**src/hw/rtl/qcx_pkg.sv**
```systemverilog
// Shared types and constants of the quadratic congruential XOR cipher core.
`default_nettype none

package qcx_pkg;

    localparam int unsigned POS_W      = 3;
    localparam int unsigned FIFO_DEPTH = 4;
    localparam int unsigned FIFO_AW    = 2;
    localparam int unsigned ADDR_W     = 6;

    localparam logic [63:0] SEED_RESET      = 64'd4095;
    localparam logic [31:0] MULT_D_RESET    = 32'd23894;
    localparam logic [31:0] LIN_A_RESET     = 32'd1;
    localparam logic [31:0] ADD_C_RESET     = 32'd1767567;
    localparam logic [31:0] MODULUS_N_RESET = 32'd1875814;
    localparam logic [63:0] BLOCK_STEP      = 64'd31;

    // register index, paddr[5:3]
    typedef enum logic [2:0] {
        REG_SEED      = 3'd0,
        REG_MULT_D    = 3'd1,
        REG_LIN_A     = 3'd2,
        REG_ADD_C     = 3'd3,
        REG_MODULUS_N = 3'd4
    } reg_idx_t;

    // what the back end must do before it can use this byte
    typedef enum logic [1:0] {
        KIND_NONE = 2'd0,
        KIND_SEED = 2'd1,
        KIND_NEXT = 2'd2
    } kind_t;

    typedef struct packed {
        logic [7:0]       data;
        logic [POS_W-1:0] pos;
        kind_t            kind;
    } entry_t;

    typedef struct packed {
        logic [31:0] mult_d;
        logic [31:0] lin_a;
        logic [31:0] add_c;
        logic [31:0] modulus_n;
    } coef_t;

    typedef struct packed {
        logic        done;
        logic [63:0] word;
    } kg_rsp_t;

    function automatic logic [7:0] key_byte(logic [63:0] w, logic [POS_W-1:0] pos);
        return w[{pos, 3'b000} +: 8];
    endfunction

endpackage

`default_nettype wire

```
**src/hw/rtl/quadratic_congruential_xor_cipher_core.sv**
```systemverilog
// Top level of the quadratic congruential XOR cipher core.
//
//   channel  | signals                              | carries
//   ---------+--------------------------------------+-------------------------------
//   s_*      | s_tvalid s_tready s_tdata[7:0]       | input word: data_byte
//   m_*      | m_tvalid m_tready m_tdata[7:0]       | output word: out_byte
//   apb      | psel penable pwrite paddr pwdata ... | seed, mult_d, lin_a, add_c, n
//
// A byte inside a key word uses the current key word. The first byte of a block
// takes one 64-bit add (seed plus 31 per finished block). The first byte of any other
// word takes 7 steps on the shared 32x32 multiplier, then the
// 2-bit-per-cycle remainder unit (none when modulus_n is zero).
// Reset clears counters, state and registers; no clearing pass. A 4-deep queue
// lets the input keep taking words while the key unit runs or m_tready is low.
`default_nettype none

module quadratic_congruential_xor_cipher_core #(
    parameter int unsigned WORDS_PER_BLOCK = 32,
    parameter int unsigned BYTES_PER_WORD  = 8
) (
    input  wire logic                       clk,
    input  wire logic                       rst_n,
    input  wire logic                       s_tvalid,
    output logic                            s_tready,
    input  wire logic [7:0]                 s_tdata,   // [7:0] data_byte
    output logic                            m_tvalid,
    input  wire logic                       m_tready,
    output logic [7:0]                      m_tdata,   // [7:0] out_byte
    input  wire logic                       psel,
    input  wire logic                       penable,
    input  wire logic                       pwrite,
    input  wire logic [qcx_pkg::ADDR_W-1:0] paddr,
    input  wire logic [63:0]                pwdata,
    output logic [63:0]                     prdata,
    output logic                            pready
);

    logic [63:0]       seed_reg;
    logic [31:0]       mult_d_reg, lin_a_reg, add_c_reg, modulus_n_reg;
    logic              wr_en;
    qcx_pkg::reg_idx_t reg_idx;
    qcx_pkg::coef_t    coef;
    qcx_pkg::entry_t   push_entry, head;
    logic              push, pop, fifo_full, fifo_empty;

    assign pready  = 1'b1;
    assign wr_en   = psel && penable && pwrite && pready;
    assign reg_idx = qcx_pkg::reg_idx_t'(paddr[5:3]);

    always_ff @(posedge clk or negedge rst_n)
    begin
        if (!rst_n)
        begin
            seed_reg      <= qcx_pkg::SEED_RESET;
            mult_d_reg    <= qcx_pkg::MULT_D_RESET;
            lin_a_reg     <= qcx_pkg::LIN_A_RESET;
            add_c_reg     <= qcx_pkg::ADD_C_RESET;
            modulus_n_reg <= qcx_pkg::MODULUS_N_RESET;
        end
        else if (wr_en)
        begin
            unique case (reg_idx)
                qcx_pkg::REG_SEED:      seed_reg      <= pwdata;
                qcx_pkg::REG_MULT_D:    mult_d_reg    <= pwdata[31:0];
                qcx_pkg::REG_LIN_A:     lin_a_reg     <= pwdata[31:0];
                qcx_pkg::REG_ADD_C:     add_c_reg     <= pwdata[31:0];
                qcx_pkg::REG_MODULUS_N: modulus_n_reg <= pwdata[31:0];
                default: ;
            endcase
        end
    end

    always_comb
    begin
        unique case (reg_idx)
            qcx_pkg::REG_SEED:      prdata = seed_reg;
            qcx_pkg::REG_MULT_D:    prdata = {32'd0, mult_d_reg};
            qcx_pkg::REG_LIN_A:     prdata = {32'd0, lin_a_reg};
            qcx_pkg::REG_ADD_C:     prdata = {32'd0, add_c_reg};
            qcx_pkg::REG_MODULUS_N: prdata = {32'd0, modulus_n_reg};
            default:                prdata = '0;
        endcase
    end

    assign coef.mult_d    = mult_d_reg;
    assign coef.lin_a     = lin_a_reg;
    assign coef.add_c     = add_c_reg;
    assign coef.modulus_n = modulus_n_reg;

    qcx_front #(
        .WORDS_PER_BLOCK (WORDS_PER_BLOCK),
        .BYTES_PER_WORD  (BYTES_PER_WORD)
    ) u_front (
        .clk        (clk),
        .rst_n      (rst_n),
        .s_tvalid   (s_tvalid),
        .s_tready   (s_tready),
        .s_tdata    (s_tdata),
        .fifo_full  (fifo_full),
        .push       (push),
        .push_entry (push_entry)
    );

    qcx_fifo u_fifo (
        .clk        (clk),
        .rst_n      (rst_n),
        .push       (push),
        .push_entry (push_entry),
        .pop        (pop),
        .head       (head),
        .full       (fifo_full),
        .empty      (fifo_empty)
    );

    qcx_back u_back (
        .clk      (clk),
        .rst_n    (rst_n),
        .head     (head),
        .empty    (fifo_empty),
        .pop      (pop),
        .seed     (seed_reg),
        .coef     (coef),
        .m_tvalid (m_tvalid),
        .m_tready (m_tready),
        .m_tdata  (m_tdata)
    );

endmodule

`default_nettype wire

```
**src/hw/rtl/qcx_front.sv**
```systemverilog
// Front end: accepts input words and tags each with its key position and load kind.
`default_nettype none

module qcx_front #(
    parameter int unsigned WORDS_PER_BLOCK = 32,
    parameter int unsigned BYTES_PER_WORD  = 8
) (
    input  wire logic            clk,
    input  wire logic            rst_n,
    input  wire logic            s_tvalid,
    output logic                 s_tready,
    input  wire logic [7:0]      s_tdata,
    input  wire logic            fifo_full,
    output logic                 push,
    output qcx_pkg::entry_t      push_entry
);

    localparam int unsigned BIW = (BYTES_PER_WORD > 1) ? $clog2(BYTES_PER_WORD) : 1;
    localparam int unsigned WIW = $clog2(WORDS_PER_BLOCK);

    logic [BIW-1:0] byte_idx_reg, byte_idx_next;
    logic [WIW-1:0] word_idx_reg, word_idx_next;
    logic           last_byte, last_word;

    assign s_tready  = !fifo_full;
    assign push      = s_tvalid && s_tready;
    assign last_byte = (byte_idx_reg == BIW'(BYTES_PER_WORD - 1));
    assign last_word = (word_idx_reg == WIW'(WORDS_PER_BLOCK - 1));

    always_comb
    begin
        push_entry.data = s_tdata;
        push_entry.pos  = qcx_pkg::POS_W'(byte_idx_reg);
        if (byte_idx_reg != '0)
        begin
            push_entry.kind = qcx_pkg::KIND_NONE;
        end
        else if (word_idx_reg == '0)
        begin
            push_entry.kind = qcx_pkg::KIND_SEED;
        end
        else
        begin
            push_entry.kind = qcx_pkg::KIND_NEXT;
        end
    end

    always_comb
    begin
        byte_idx_next = byte_idx_reg;
        word_idx_next = word_idx_reg;
        if (push)
        begin
            if (last_byte)
            begin
                byte_idx_next = '0;
                word_idx_next = last_word ? '0 : word_idx_reg + 1'b1;
            end
            else
            begin
                byte_idx_next = byte_idx_reg + 1'b1;
            end
        end
    end

    always_ff @(posedge clk or negedge rst_n)
    begin
        if (!rst_n)
        begin
            byte_idx_reg <= '0;
            word_idx_reg <= '0;
        end
        else
        begin
            byte_idx_reg <= byte_idx_next;
            word_idx_reg <= word_idx_next;
        end
    end

endmodule

`default_nettype wire

```
**src/hw/rtl/qcx_fifo.sv**
```systemverilog
// Short queue between the front end and the back end.
`default_nettype none

module qcx_fifo (
    input  wire logic            clk,
    input  wire logic            rst_n,
    input  wire logic            push,
    input  wire qcx_pkg::entry_t push_entry,
    input  wire logic            pop,
    output qcx_pkg::entry_t      head,
    output logic                 full,
    output logic                 empty
);

    localparam int unsigned AW = qcx_pkg::FIFO_AW;

    qcx_pkg::entry_t mem_reg [qcx_pkg::FIFO_DEPTH];
    logic [AW-1:0]   wr_ptr_reg, rd_ptr_reg;
    logic [AW:0]     count_reg, count_next;

    assign full  = (count_reg == (AW + 1)'(qcx_pkg::FIFO_DEPTH));
    assign empty = (count_reg == '0);
    assign head  = mem_reg[rd_ptr_reg];

    always_comb
    begin
        count_next = count_reg;
        if (push && !pop)
        begin
            count_next = count_reg + 1'b1;
        end
        else if (pop && !push)
        begin
            count_next = count_reg - 1'b1;
        end
    end

    always_ff @(posedge clk)
    begin
        if (push)
        begin
            mem_reg[wr_ptr_reg] <= push_entry;
        end
    end

    always_ff @(posedge clk or negedge rst_n)
    begin
        if (!rst_n)
        begin
            wr_ptr_reg <= '0;
            rd_ptr_reg <= '0;
            count_reg  <= '0;
        end
        else
        begin
            if (push)
            begin
                wr_ptr_reg <= wr_ptr_reg + 1'b1;
            end
            if (pop)
            begin
                rd_ptr_reg <= rd_ptr_reg + 1'b1;
            end
            count_reg <= count_next;
        end
    end

endmodule

`default_nettype wire

```
**src/hw/rtl/qcx_keygen.sv**
```systemverilog
// Next key word: d*x*x + a*x + c mod 2^64 on one 32x32 multiplier, then mod n, 2 bits a cycle.
`default_nettype none

module qcx_keygen (
    input  wire logic            clk,
    input  wire logic            rst_n,
    input  wire logic            start,
    input  wire logic [63:0]     x,
    input  wire qcx_pkg::coef_t  coef,
    output qcx_pkg::kg_rsp_t     rsp
);

    typedef enum logic [2:0] {
        KG_IDLE = 3'b001,
        KG_MUL  = 3'b010,
        KG_DIV  = 3'b100
    } kg_state_t;

    localparam logic [2:0] LAST_STEP = 3'd6;
    localparam logic [4:0] LAST_DIV  = 5'd31;

    kg_state_t   state_reg, state_next;
    logic [2:0]  step_reg;
    logic [4:0]  cnt_reg;
    logic [63:0] x_reg, prod_reg, sq_reg, acc_reg, dvd_reg, word_reg;
    logic [31:0] rem_reg;
    logic        done_reg;

    logic [31:0] opa, opb;
    logic [63:0] acc_fin;
    logic [32:0] t1, t2, nn;
    logic [31:0] r1, r2;

    // operand schedule: x*x (two parts), d*sq (two parts), a*x (two parts)
    always_comb
    begin
        unique case (step_reg)
            3'd0:    begin opa = x_reg[31:0];   opb = x_reg[31:0];   end
            3'd1:    begin opa = x_reg[31:0];   opb = x_reg[63:32];  end
            3'd2:    begin opa = coef.mult_d;   opb = sq_reg[31:0];  end
            3'd3:    begin opa = coef.mult_d;   opb = sq_reg[63:32]; end
            3'd4:    begin opa = coef.lin_a;    opb = x_reg[31:0];   end
            3'd5:    begin opa = coef.lin_a;    opb = x_reg[63:32];  end
            default: begin opa = '0;            opb = '0;            end
        endcase
    end

    assign acc_fin = {acc_reg[63:32] + prod_reg[31:0], acc_reg[31:0]};

    // two restoring steps of the remainder
    assign nn = {1'b0, coef.modulus_n};
    always_comb
    begin
        t1 = {rem_reg, dvd_reg[63]};
        if (t1 >= nn)
        begin
            t1 = t1 - nn;
        end
        r1 = t1[31:0];
        t2 = {r1, dvd_reg[62]};
        if (t2 >= nn)
        begin
            t2 = t2 - nn;
        end
        r2 = t2[31:0];
    end

    always_comb
    begin
        state_next = state_reg;
        unique case (state_reg)
            KG_IDLE: if (start) state_next = KG_MUL;
            KG_MUL:
            begin
                if (step_reg == LAST_STEP)
                begin
                    state_next = (coef.modulus_n == '0) ? KG_IDLE : KG_DIV;
                end
            end
            KG_DIV:  if (cnt_reg == LAST_DIV) state_next = KG_IDLE;
            default: state_next = KG_IDLE;
        endcase
    end

    always_ff @(posedge clk)
    begin
        prod_reg <= opa * opb;
        if (state_reg == KG_IDLE && start)
        begin
            x_reg <= x;
        end
        if (state_reg == KG_MUL)
        begin
            unique case (step_reg)
                3'd1:    sq_reg <= prod_reg;
                3'd2:    sq_reg[63:32] <= sq_reg[63:32] + {prod_reg[30:0], 1'b0};
                3'd3:    acc_reg <= prod_reg + {32'd0, coef.add_c};
                3'd4:    acc_reg[63:32] <= acc_reg[63:32] + prod_reg[31:0];
                3'd5:    acc_reg <= acc_reg + prod_reg;
                3'd6:
                begin
                    dvd_reg  <= acc_fin;
                    rem_reg  <= '0;
                    word_reg <= acc_fin;
                end
                default: ;
            endcase
        end
        if (state_reg == KG_DIV)
        begin
            rem_reg  <= r2;
            dvd_reg  <= {dvd_reg[61:0], 2'b00};
            word_reg <= {32'd0, r2};
        end
    end

    always_ff @(posedge clk or negedge rst_n)
    begin
        if (!rst_n)
        begin
            state_reg <= KG_IDLE;
            step_reg  <= '0;
            cnt_reg   <= '0;
            done_reg  <= 1'b0;
        end
        else
        begin
            state_reg <= state_next;
            done_reg  <= (state_reg != KG_IDLE) && (state_next == KG_IDLE);
            step_reg  <= (state_reg == KG_MUL) ? step_reg + 1'b1 : '0;
            cnt_reg   <= (state_reg == KG_DIV) ? cnt_reg + 1'b1 : '0;
        end
    end

    assign rsp.done = done_reg;
    assign rsp.word = word_reg;

endmodule

`default_nettype wire

```
**src/hw/rtl/qcx_back.sv**
```systemverilog
// Back end: loads key words, XORs each byte, and holds the result in the output register.
`default_nettype none

module qcx_back (
    input  wire logic            clk,
    input  wire logic            rst_n,
    input  wire qcx_pkg::entry_t head,
    input  wire logic            empty,
    output logic                 pop,
    input  wire logic [63:0]     seed,
    input  wire qcx_pkg::coef_t  coef,
    output logic                 m_tvalid,
    input  wire logic            m_tready,
    output logic [7:0]           m_tdata
);

    typedef enum logic [2:0] {
        B_IDLE = 3'b001,
        B_WAIT = 3'b010,
        B_EMIT = 3'b100
    } b_state_t;

    b_state_t                  state_reg, state_next;
    logic [63:0]               word_reg, base_reg, seed_word;
    logic [7:0]                hold_data_reg, out_reg, out_next;
    logic [qcx_pkg::POS_W-1:0] hold_pos_reg;
    logic                      valid_reg, out_free, out_load, kg_start;
    qcx_pkg::kg_rsp_t          kg_rsp;

    assign out_free  = !valid_reg || m_tready;
    assign seed_word = seed + base_reg;
    assign pop       = (state_reg == B_IDLE) && !empty && out_free;
    assign kg_start  = pop && (head.kind == qcx_pkg::KIND_NEXT);

    always_comb
    begin
        state_next = state_reg;
        out_load   = 1'b0;
        out_next   = head.data ^ qcx_pkg::key_byte(word_reg, head.pos);
        unique case (state_reg)
            B_IDLE:
            begin
                if (pop)
                begin
                    unique case (head.kind)
                        qcx_pkg::KIND_SEED:
                        begin
                            out_load = 1'b1;
                            out_next = head.data ^ qcx_pkg::key_byte(seed_word, head.pos);
                        end
                        qcx_pkg::KIND_NEXT: state_next = B_WAIT;
                        default:            out_load = 1'b1;
                    endcase
                end
            end
            B_WAIT: if (kg_rsp.done) state_next = B_EMIT;
            B_EMIT:
            begin
                out_next = hold_data_reg ^ qcx_pkg::key_byte(word_reg, hold_pos_reg);
                if (out_free)
                begin
                    out_load   = 1'b1;
                    state_next = B_IDLE;
                end
            end
            default: state_next = B_IDLE;
        endcase
    end

    always_ff @(posedge clk)
    begin
        if (out_load)
        begin
            out_reg <= out_next;
        end
        if (kg_start)
        begin
            hold_data_reg <= head.data;
            hold_pos_reg  <= head.pos;
        end
    end

    // base_reg tracks 31 * blocks started
    always_ff @(posedge clk or negedge rst_n)
    begin
        if (!rst_n)
        begin
            state_reg <= B_IDLE;
            valid_reg <= 1'b0;
            base_reg  <= '0;
            word_reg  <= '0;
        end
        else
        begin
            state_reg <= state_next;
            if (out_load)
            begin
                valid_reg <= 1'b1;
            end
            else if (m_tready)
            begin
                valid_reg <= 1'b0;
            end
            if (pop && head.kind == qcx_pkg::KIND_SEED)
            begin
                word_reg <= seed_word;
                base_reg <= base_reg + qcx_pkg::BLOCK_STEP;
            end
            else if (state_reg == B_WAIT && kg_rsp.done)
            begin
                word_reg <= kg_rsp.word;
            end
        end
    end

    qcx_keygen u_keygen (
        .clk   (clk),
        .rst_n (rst_n),
        .start (kg_start),
        .x     (word_reg),
        .coef  (coef),
        .rsp   (kg_rsp)
    );

    assign m_tvalid = valid_reg;
    assign m_tdata  = out_reg;

endmodule

`default_nettype wire

```
**config.mk**
```make
export PLATFORM = sky130hd
export DESIGN_NAME = quadratic_congruential_xor_cipher_core
export DESIGN_NICKNAME = d
export VERILOG_FILES = /design/src/hw/rtl/qcx_pkg.sv /design/src/hw/rtl/quadratic_congruential_xor_cipher_core.sv /design/src/hw/rtl/qcx_front.sv /design/src/hw/rtl/qcx_fifo.sv /design/src/hw/rtl/qcx_keygen.sv /design/src/hw/rtl/qcx_back.sv
export SDC_FILE = /design/constraint.sdc
export NUM_CORES = 2
export LEC_CHECK = 0
export ABC_AREA = 1
export BUFFER_PORTS_ARGS = -buffer_cell sky130_fd_sc_hd__buf_2
export CORE_ASPECT_RATIO = 0.75
export CORE_MARGIN = 2
export CORE_UTILIZATION = 42
export CTS_CLUSTER_DIAMETER = 80
export CTS_CLUSTER_SIZE = 28
export DETAILED_ROUTE_END_ITERATION = 12
export SETUP_SLACK_MARGIN = 0.15
export SKIP_LAST_GASP = 1
export SLEW_MARGIN = 40
export SYNTH_ARGS = -nofsm -noshare
export SYNTH_HDL_FRONTEND = slang
export SYNTH_SLANG_ARGS = --single-unit
```
**constraint.sdc**
```tcl
create_clock -name clk -period 18.39 [get_ports clk]
set_clock_uncertainty 0.1 [all_clocks]
set_input_delay 3.678 -clock clk [delete_from_list [all_inputs] [get_ports clk]]
set_output_delay 3.678 -clock clk [all_outputs]
set_load 0.005 [all_outputs]
```
==> results.json <==
{
  "outcome": "completed",
  "cts_buffers": 55,
  "drc_errors": 0,
  "critPathRequiredTime_ns": 18.96,
  "synth_cells": 11800,
  "fin_ws_ns": 7.62,
  "grt_pass1_wl_um": 573000,
  "slew_viol_final": 0,
  "fillers": 21300,
  "hold_path_class": "flop to flop",
  "fmax_mhz": 92.8,
  "cts_setup_buffers": 0,
  "via_count": 84700,
  "synth_top_area_share_pct": 20.2,
  "synth_area_leader_cell": "fa_1",
  "max_stage_delay_ns": 0.97,
  "die_y_um": 404,
  "drtIter0Drc": 11000,
  "drive_above_1_share_pct": 5.53,
  "hpwl_um": 329000,
  "cts_tree": "yes",
  "ys_ff_latch": 838,
  "clk_latency_ns": 0.79,
  "cp-startpoint": "u_back.u_keygen.step_reg[1]",
  "synth_commonest_cells": "2649 x nand2_1, 2171 x inv_1, 1337 x nor2_1",
  "path_common_cell": "fa_1",
  "tightest_slew_ns": 1.00,
  "r2r_slack_ns": 7.62,
  "relSlewSlack_pct": 33.1,
  "rsz0062_at_grt": "false",
  "first_pass_iters": 8,
  "io_pins": 160,
  "ant_nets": 0,
  "design_area_um2": 96500,
  "rows": 146,
  "r2r-start": "u_back.u_keygen.step_reg[1]",
  "async_reset_ff_share_pct": 41.9,
  "endpoint": "u_back.u_keygen.prod_reg[51]",
  "drt_wl_total_um": 402000,
  "crit_arrival_ns": 11.35,
  "dp_slack_ns": 7.99,
  "synth_area_leaders": "fa_1 20%, edfxtp_1 13%, nand2_1 11%",
  "r2r_end": "u_back.u_keygen.prod_reg[51]",
  "grt_use_total_pct": 36.7,
  "end_kind": "flop",
  "grt_pass1_vias": 80000,
  "port_buffers": 155,
  "tns_ns": 0,
  "critPathKind": "flop to flop",
  "vias_per_cell": 5.76,
  "chipWidth_um": 538,
  "clk_pin_slew_ns": 0.11,
  "crit_fanout": 24,
  "grt_max_degree": 93,
  "avgSynthCellArea_um2": 7.62,
  "antenna_found_initial": 40,
  "cts_sinks": 838,
  "finalSetupViolations": 0,
  "max-clock-path-buffers": 3,
  "fin_nets": 13400,
  "timing.final.crit_share_pct": 58.6,
  "synth_fp_nets": 13300,
  "drv_cap": 0,
  "ctsHoldBuffers": 0,
  "cts_htree_levels": 2,
  "netlist_area_um2": 89700,
  "cpMaxStageDelayCell": "o2111ai_1",
  "min_period_ns": 10.77,
  "ys_seq_area_share_pct": 25.1,
  "placed_area_um2": 94200,
  "die_area_um2": 217000,
  "rr_worst_depth": 30,
  "ctsRootBufferMaster": "clkbuf_16",
  "synth.most_common_cell": "nand2_1",
  "gp_congestion": 1.07,
  "start_util_pct": 42.4,
  "cts-resized-gates": 0,
  "ys_types": 73,
  "overflow": 0,
  "hold_viol": 0,
  "crit_path_start_kind": "flop",
  "wire_per_inst_um": 27.4,
  "core_um2": 212000,
  "synth_edf_count": 389,
  "ys_warn_count": 0,
  "synthFlopType": "edfxtp_1",
  "syn2layout_area_growth_pct": 7.54
}
## critical path: cells and delay by family, from the launching register on
| kind | cells | cell delay, ns |
|---|---|---|
| xor gates and xnor gates | 1 | 0.16 |
| adders and majority gates | 10 | 4.43 |
| and+or+nand+nor | 8 | 1.28 |
| buffers and inverters | 8 | 2.18 |
| DFF | 1 | 0.64 |
| AOI/OAI and AO/OA | 3 | 1.80 |
## final cells by class
| type | instances | area (um^2) | area share [%] |
|---|---|---|---|
| tap | 2812 | 3520 | 3.65 |
| inverter | 2211 | 8310 | 8.61 |
| clock inverter | 45 | 746 | 0.773 |
| sequential | 838 | 22500 | 23.3 |
| antenna | 23 | 57.6 | 0.0597 |
| clock buffer | 59 | 1390 | 1.44 |
| timing repair buffer | 328 | 2120 | 2.20 |
| multi-input combinational | 8378 | 57800 | 59.9 |
## worst min-delay path by stage
stage | cells past startpoint | slack, ns | start | endpoint
2_1_floorplan | 0 | 0.32 | u_back.word_reg[10] | u_back.u_keygen.x_reg[10]
3_3_place_gp | 0 | 0.33 | u_back.word_reg[42] | u_back.u_keygen.x_reg[42]
3_5_place_dp | 0 | 0.33 | u_back.word_reg[12] | u_back.u_keygen.x_reg[12]
4_1_cts | 0 | 0.34 | u_back.word_reg[14] | u_back.u_keygen.x_reg[14]
5_1_grt | 0 | 0.35 | u_back.word_reg[14] | u_back.u_keygen.x_reg[14]
6_report | 0 | 0.34 | u_back.word_reg[14] | u_back.u_keygen.x_reg[14]
## layer usage
layer / global-route usage [%] / wire length (um) / up-vias / share of wire, %
met5: 0.781 / 327 / - / 0.081
met2: 49.3 / 155000 / 5020 / 38
li1: - / - / 37300 / -
met3: 16.3 / 63900 / 599 / 16
met1: 52.3 / 169000 / 41800 / 42
met4: 10.9 / 13900 / 18 / 3.5
## through the flow
stage | utilization (%) | std cells | hold slack (ns)
finish | 45.6 | 14700 | 0.341
global placement | 44.4 | 14600 | 0.330
global route | 45.5 | 14700 | 0.353
detailed placement | 44.5 | 14600 | 0.330
floorplan | - | 11800 | 0.325
CTS | 45.5 | 14700 | 0.336
## cell usage in the layout, fill, tap and decap left out, types with 16 or more instances in the layout
cell and n:
dfrtp_1 299, o211ai_1 52, a31oi_1 60, o21bai_1 34
a21oi_2 16, o21ai_2 18, o221ai_1 33, nand2_1 2642
inv_2 20, dfxtp_1 92, o21ai_1 22, nand3b_1 33
ha_1 565, clkinv_1 19, a22o_1 29, nor4_1 37
edfxtp_1 389, o22ai_1 35, diode_2 23, o21a_1 34
fa_1 904, nor3_1 102, xnor2_1 109, dfstp_2 50
inv_1 2167, xor2_1 172, clkbuf_16 55, o21ai_0 733
or2_2 33, nand3_1 478, a21oi_1 588, buf_4 163
nor2_1 1327, nand4_1 88, a221oi_1 41, buf_2 157
a21o_1 44
## cells by family (layout without fill, tap and decap cells)
| group | after synthesis | count (layout) | share of synthesized area [%] |
|---|---|---|---|
| other cells | 1 | 24 | 0.00418 |
| fa+ha+maj | 1469 | 1469 | 28.1 |
| xor+xnor | 281 | 281 | 2.74 |
| compound gates | 1817 | 1817 | 11.5 |
| flops | 838 | 838 | 25.1 |
| buf+inv | 2558 | 2643 | 10.8 |
| mux | 2 | 2 | 0.0237 |
| simple gates | 4808 | 4808 | 21.8 |
Power is not shown: default switching activity piles up to over one toggle a cycle in this logic, so the estimate is an artifact.
